### config.mk
export PLATFORM = sky130hd
export DESIGN_NAME = clocked_serial_frame_receiver
export DESIGN_NICKNAME = d
export VERILOG_FILES = /design/src/rtl/crx_pkg.sv /design/src/rtl/clocked_serial_frame_receiver.sv /design/src/rtl/crx_step.sv /design/src/rtl/crx_out_reg.sv
export SDC_FILE = /design/constraint.sdc
export NUM_CORES = 1
export LEC_CHECK = 0
export BUFFER_PORTS_ARGS = -buffer_cell sky130_fd_sc_hd__buf_2
export CAP_MARGIN = 20
export CORE_MARGIN = 5
export CORE_UTILIZATION = 51
export DETAILED_ROUTE_END_ITERATION = 6
export GPL_TIMING_DRIVEN = 0
export HOLD_SLACK_MARGIN = 0.03
export PLACE_DENSITY_LB_ADDON = 0.3
export RECOVER_POWER = 25
export SYNTH_ARGS = -nofsm -noshare
export SYNTH_HDL_FRONTEND = slang
export SYNTH_SLANG_ARGS = --single-unit
### constraint.sdc
create_clock -name clk -period 2.05 [get_ports clk]
set_input_delay 0.205 -clock clk [delete_from_list [all_inputs] [get_ports clk]]
set_output_delay 0.205 -clock clk [all_outputs]
set_load 0.01 [all_outputs]
### src/rtl/crx_pkg.sv
// Shared types and constants for the clocked serial frame receiver.
`default_nettype none

package crx_pkg;

	// Frame format
	localparam int DATA_BITS = 8;
	localparam int BIT_CNT_W = 4;

	// Phase codes reported as status
	localparam logic [2:0] PH_WAIT = 3'd0;
	localparam logic [2:0] PH_DATA = 3'd1;
	localparam logic [2:0] PH_STOP = 3'd2;
	localparam logic [2:0] PH_DONE = 3'd3;
	localparam logic [2:0] PH_ERR  = 3'd4;

	// Input word codes
	localparam logic OP_RESTART = 1'b0;
	localparam logic OP_EDGE    = 1'b1;

	typedef struct packed {
		logic op;
		logic line_level;
	} crx_item_t;

	typedef struct packed {
		logic                 byte_valid;
		logic [DATA_BITS-1:0] byte_value;
		logic [2:0]           status;
	} crx_result_t;

endpackage

`default_nettype wire

### src/rtl/clocked_serial_frame_receiver.sv
// Top level of the clocked serial frame receiver: input register, framing, result register.
//
//   channel   dir  payload
//   s_*       in   tuser = op, tdata[0] = line_level
//   m_*       out  tuser = byte_valid, tdata[7:0] = byte_value, tdata[10:8] = status
//   cfg_*     in   byte_count, written when cfg_we is high
//
// One word per cycle while m_tready does not stall; an accepted word is held in the input
// register and then in the result register, from which it is offered on m_tvalid.
// arst_n clears both stages and puts the receiver in the done phase, byte count 1.
// A stall on m_tready holds the result register and then the input register;
// s_tready drops only when both are full.
`default_nettype none

module clocked_serial_frame_receiver
	import crx_pkg::*;
(
	input  wire logic        clk,
	input  wire logic        arst_n,
	input  wire logic        s_tvalid,
	output logic             s_tready,
	input  wire logic [7:0]  s_tdata,   // [0] line_level, [7:1] zero
	input  wire logic        s_tuser,   // [0] op
	output logic             m_tvalid,
	input  wire logic        m_tready,
	output logic [15:0]      m_tdata,   // [7:0] byte_value, [10:8] status, [15:11] zero
	output logic             m_tuser,   // [0] byte_valid
	input  wire logic        cfg_we,
	input  wire logic [7:0]  cfg_wdata
);

	logic        valid_s1;
	crx_item_t   item_s1;
	logic        out_free;
	logic        fire;
	crx_result_t step_res;
	crx_result_t out_res;

	assign fire     = valid_s1 && out_free;
	assign s_tready = !valid_s1 || out_free;

	// Input register
	always_ff @(posedge clk or negedge arst_n) begin
		if (!arst_n) begin
			valid_s1 <= 1'b0;
		end else if (s_tready) begin
			valid_s1 <= s_tvalid;
		end
	end

	always_ff @(posedge clk) begin
		if (s_tready && s_tvalid) begin
			item_s1.op         <= s_tuser;
			item_s1.line_level <= s_tdata[0];
		end
	end

	crx_step u_step (
		.clk       (clk),
		.arst_n    (arst_n),
		.cfg_we    (cfg_we),
		.cfg_wdata (cfg_wdata),
		.fire      (fire),
		.item      (item_s1),
		.result    (step_res)
	);

	crx_out_reg u_out (
		.clk       (clk),
		.arst_n    (arst_n),
		.load      (valid_s1),
		.result_in (step_res),
		.free      (out_free),
		.out_valid (m_tvalid),
		.out_ready (m_tready),
		.result_q  (out_res)
	);

	// Pack the result word
	assign m_tdata = {5'd0, out_res.status, out_res.byte_value};
	assign m_tuser = out_res.byte_valid;

endmodule

`default_nettype wire

### src/rtl/crx_step.sv
// Receiver state registers and the per-word framing logic.
`default_nettype none

module crx_step
	import crx_pkg::*;
(
	input  wire logic                 clk,
	input  wire logic                 arst_n,
	input  wire logic                 cfg_we,
	input  wire logic [7:0]           cfg_wdata,
	input  wire logic                 fire,
	input  wire crx_item_t            item,
	output crx_result_t               result
);

	logic [7:0]           byte_count_q;
	logic [2:0]           phase_q, phase_d;
	logic [BIT_CNT_W-1:0] bits_q, bits_d;
	logic [DATA_BITS-1:0] shift_q, shift_d;
	logic [7:0]           bytes_q, bytes_d;
	logic                 valid_d;
	logic [DATA_BITS-1:0] value_d;
	logic [BIT_CNT_W-1:0] bits_dec;

	assign bits_dec = bits_q - BIT_CNT_W'(1);

	// Hold the byte count register
	always_ff @(posedge clk or negedge arst_n) begin
		if (!arst_n) begin
			byte_count_q <= 8'd1;
		end else if (cfg_we) begin
			byte_count_q <= cfg_wdata;
		end
	end

	// Compute next state and result for one word
	always_comb begin
		phase_d = phase_q;
		bits_d  = bits_q;
		shift_d = shift_q;
		bytes_d = bytes_q;
		valid_d = 1'b0;
		value_d = '0;
		if (item.op == OP_RESTART) begin
			bytes_d = byte_count_q;
			phase_d = PH_WAIT;
		end else begin
			case (phase_q)
				PH_WAIT: begin
					if (!item.line_level) begin
						phase_d = PH_DATA;
						bits_d  = BIT_CNT_W'(DATA_BITS);
						shift_d = '0;
					end
				end
				PH_DATA: begin
					shift_d = {item.line_level, shift_q[DATA_BITS-1:1]};
					bits_d  = bits_dec;
					if (bits_dec == '0) begin
						valid_d = 1'b1;
						value_d = {item.line_level, shift_q[DATA_BITS-1:1]};
						bytes_d = bytes_q - 8'd1;
						phase_d = PH_STOP;
					end
				end
				PH_STOP: begin
					if (item.line_level) begin
						phase_d = (bytes_q == 8'd0) ? PH_DONE : PH_WAIT;
					end else begin
						phase_d = PH_ERR;
					end
				end
				default: begin
				end
			endcase
		end
	end

	assign result.byte_valid = valid_d;
	assign result.byte_value = value_d;
	assign result.status     = phase_d;

	// Advance state on each processed word
	always_ff @(posedge clk or negedge arst_n) begin
		if (!arst_n) begin
			phase_q <= PH_DONE;
			bits_q  <= '0;
			shift_q <= '0;
			bytes_q <= '0;
		end else if (fire) begin
			phase_q <= phase_d;
			bits_q  <= bits_d;
			shift_q <= shift_d;
			bytes_q <= bytes_d;
		end
	end

`ifndef SYNTHESIS
	a_data_bits: assert property (@(posedge clk) disable iff (!arst_n)
		phase_q == PH_DATA |-> (bits_q != '0 && bits_q <= BIT_CNT_W'(DATA_BITS)))
		else $error("bit counter out of range in data phase");

	a_restart: assert property (@(posedge clk) disable iff (!arst_n)
		fire && item.op == OP_RESTART |=> phase_q == PH_WAIT)
		else $error("restart did not return to wait phase");

	a_byte_stop: assert property (@(posedge clk) disable iff (!arst_n)
		fire && result.byte_valid |=> phase_q == PH_STOP && bits_q == '0)
		else $error("completed byte not followed by stop phase");
`endif

endmodule

`default_nettype wire

### src/rtl/crx_out_reg.sv
// Result register between the framing logic and the output stream.
`default_nettype none

module crx_out_reg
	import crx_pkg::*;
(
	input  wire logic        clk,
	input  wire logic        arst_n,
	input  wire logic        load,
	input  wire crx_result_t result_in,
	output logic             free,
	output logic             out_valid,
	input  wire logic        out_ready,
	output crx_result_t      result_q
);

	logic valid_q;

	// Free when empty or when the held word leaves this cycle
	assign free      = !valid_q || out_ready;
	assign out_valid = valid_q;

	always_ff @(posedge clk or negedge arst_n) begin
		if (!arst_n) begin
			valid_q <= 1'b0;
		end else if (free) begin
			valid_q <= load;
		end
	end

	// Capture the payload on load
	always_ff @(posedge clk) begin
		if (free && load) begin
			result_q <= result_in;
		end
	end

endmodule

`default_nettype wire
==> impl_metrics.py <==
metrics = {
    "global_route": {
        "grt_pass1_vias": 1595,
        "grt_max_degree": 33,
        "grtUsageTotal_pct": 16.6,
        "use_met2_pct": 30.2,
        "top_usage_layer": "met2",
        "overflow": 0,
        "antenna_found_initial": 0,
        "grtUsageMet1_pct": 18.7,
        "grt_pass1_wl_um": 7180,
        "grt_util_met3_pct": 4.49,
    },
    "critical_path": {
        "timing.rr.end": "u_step.bytes_q[0]",
        "end_kind": "register",
        "arrival_ps": 2040,
        "startpoint_type": "register",
        "r2r_slack_ps": 170,
        "rr_worst_depth": 9,
        "worstSetupStartpoint": "u_step.bits_q[1]",
        "crit_required_ps": 2210,
        "crit_fanout": 10,
        "r2r-start": "u_step.bits_q[1]",
        "path_class": "register to register",
    },
    "detailed_routing": {
        "num_vias": 1585,
        "drcViolationCount": 0,
        "wire_per_inst_um": 14.4,
        "first_pass_iters": 4,
        "drtIter0Drc": 52,
        "viasPerCell": 5.43,
        "postRouteAntennaNets": 0,
        "totalWireLength_um": 4200,
    },
    "synth": {
        "synth_area_mm2": 0.00221,
        "synth-seq-area-share_pct": 55.5,
        "yosys_register_bits": 46,
        "synthXorXnorAreaFrac_pct": 0.397,
        "synth-main-ff-cell": "dfrtp_1",
        "syn_inst": 197,
        "ys_types": 49,
        "synth_warnings": 0,
        "synth_compound_area_share_pct": 16.3,
        "synth-adder-area-share_pct": 2.27,
        "synthTopCellsByArea": "dfrtp_1, edfxtp_1, dfstp_2",
        "synth_edf_count": 14,
        "synthSimpleGateAreaFrac_pct": 16.5,
        "synth_top_family_by_area": "simple AND/OR/NAND/NOR gates",
        "synth.largest_area_cell": "dfrtp_1",
        "postSynth.asyncResetShare_pct": 69.6,
        "muxShareOfSynthArea_pct": 4.03,
        "avgSynthCellArea_um2": 11.2,
        "yosysTopAreaCellShare_pct": 32.9,
    },
    "power_and_ir_drop": {
        "leakage_nw": 1.07,
        "pwr_density_cell_mw_per_mm2": 1060,
        "vdd_drop_max_mv": 0.512,
        "combPwrFrac_pct": 29.7,
        "p_int_mw": 1.78,
        "p_switching_uw": 907,
        "pwr-share-clk_pct": 19.3,
        "pwr-share-seq_pct": 51.0,
        "p_sw_share_pct": 33.8,
    },
    "sta": {
        "fin_crit_sh_pct": 91.6,
        "timing.final.hold_violations": 0,
        "worst_pin_slew_ps": 780,
        "maxSlewViolCount": 0,
        "setup_viol": 0,
        "fmax_ghz": 0.532,
        "rsz0062_at_grt": "no",
        "fin_skew_ps": 7.91,
        "layout_min_cycle_time_ps": 1880,
        "relSlewSlack_pct": 48.0,
        "fin_setup_tns_ps": 0,
    },
    "min_path": {
        "min_to": "item_s1[0]",
        "hold_class": "input port to register",
        "hold_depth": 1,
        "worstHoldStart": "s_tdata[0]",
    },
    "placed_design": {
        "io_buffers": 27,
        "placed_area_mm2": 0.00242,
        "dpl.hpwl_um": 3020,
        "gp_congestion": 0.824,
    },
    "die": {
        "die-area_mm2": 0.00574,
        "start_util_pct": 51.7,
        "die_w_um": 75.8,
        "ios": 41,
        "rows": 24,
        "die_y_um": 75.8,
        "coreArea_mm2": 0.00426,
    },
    "cts": {
        "clkLatencyLatePin_ps": 300,
        "cts.sinks": 46,
        "clock-root-buffer": "clkbuf_8",
        "numCtsBuffers": 5,
        "path_clk_slew_ps": 80,
        "cts_tree": "done",
        "htreeDepth": 2,
        "cts_buffer_depth": 2,
    },
    "layout": {
        "nFillCells": 379,
        "layout_commonest_cell": "dfrtp_1",
        "layout_common_cells": "dfrtp_1, clkbuf_1, nand2_1, buf_2, edfxtp_1",
        "drive_gt1_share_pct": 21.3,
        "nets": 265,
        "design_area_mm2": 0.00254,
        "area_growth_pct": 15.1,
        "diodes": 0,
    },
    "run": {
        "max-cap-violations": 0,
    },
    "outcome": {
        "status": "complete, no violations",
    },
}
-- per-stage QoR --
stage / worst slack [ps] / hold slack [ps] / utilization [%] / std cells / power, mW
after floorplan: 315 / -90.6 / - / 201 / 1.91
after global placement: 26.1 / 292 / 56.8 / 280 / 2.09
after detailed placement: 0.915 / 292 / 56.8 / 280 / 2.12
after CTS: 5.85 / 77.6 / 59.0 / 289 / 2.64
after global routing: 22.8 / 72.4 / 59.5 / 292 / 2.87
final: 172 / 85.4 / 59.5 / 292 / 2.69
-- per-layer routing --
metal,wire length [um],vias up,part of all wire (%)
met2,2140,31,51
li1,-,790,-
met1,1800,759,43
met5,0,-,0
met4,54,0,1.3
met3,208,5,5.0
-- Yosys cell counts, drive strengths merged (4+ instances only) --
library cell,instances
dfrtp,29
nand2,16
edfxtp,14
o21ai,14
nor2,13
and2,10
inv,9
a22o,7
buf,7
mux2,7
nor3,7
a21oi,6
clkbuf,5
nand3,5
a2bb2oi,4
ha,4
-- cells by family after synthesis --
kind of cell / Yosys count
simple gates: 67
compound gates: 48
flops: 46
buf+inv: 22
mux: 8
fa+ha+maj: 4
other cells: 1
xor+xnor: 1
-- worst max-delay path: stages (launching register included) --
cell and delay, ps:
dfrtp_1 410, inv_1 80, ha_1 250, nand3b_1 150, o41ai_4 90, buf_4 160
and3_1 160, buf_4 160, a22oi_1 170, o22ai_2 110
-- timing repair --
item / in CTS / in global routing
hold endpoints to repair: 29 / 0
hold buffers: 1 / 0
setup endpoints to repair: 4 / 18
gates resized for setup: 1 / 3
setup buffers: 0 / 3
pin swaps: 0 / 1
-- sequential cells by signal, indices dropped and copies added, names as in the netlist --
name	count
u_out.result_q	12
u_step.phase_q	3
u_out.out_valid	1
valid_s1	1
u_step.bits_q	4
item_s1	2
u_step.shift_q	7
u_step.byte_count_q	8
u_step.bytes_q	8
-- area by class of cell --
class	count	area, um^2	share of cell area (%)
Sequential cell	46	1230	48.3
Multi-Input combinational cell	133	902	35.5
Timing Repair Buffer	31	154	6.06
Clock buffer	6	72.6	2.86
Buffer	12	68.8	2.71
Tap cell	52	65.1	2.56
Inverter	10	41.3	1.63
Clock inverter	2	8.76	0.345
-- power groups by stage --
stage,Clock (mW),Combinational (mW),Sequential [mW]
floorplan,0,0.570,1.34
global placement,0,0.714,1.38
detailed placement,0,0.741,1.38
CTS,0.530,0.744,1.36
global route,0.573,0.898,1.40
finish,0.519,0.798,1.37
-- how the worst max path moves through the flow --
stage                   endpoint  slack [ps]  depth (start not counted)
3_5_place_dp   u_step.bytes_q[0]         0.9                          6
5_1_grt        u_step.bytes_q[0]          20                          9
4_1_cts        u_step.bytes_q[4]           6                          6
6_report       u_step.bytes_q[0]         170                          9
2_1_floorplan  u_step.bytes_q[0]         320                          6
3_3_place_gp   u_step.bytes_q[0]          30                          6
Note: power is estimated with default switching activity, not from simulation.
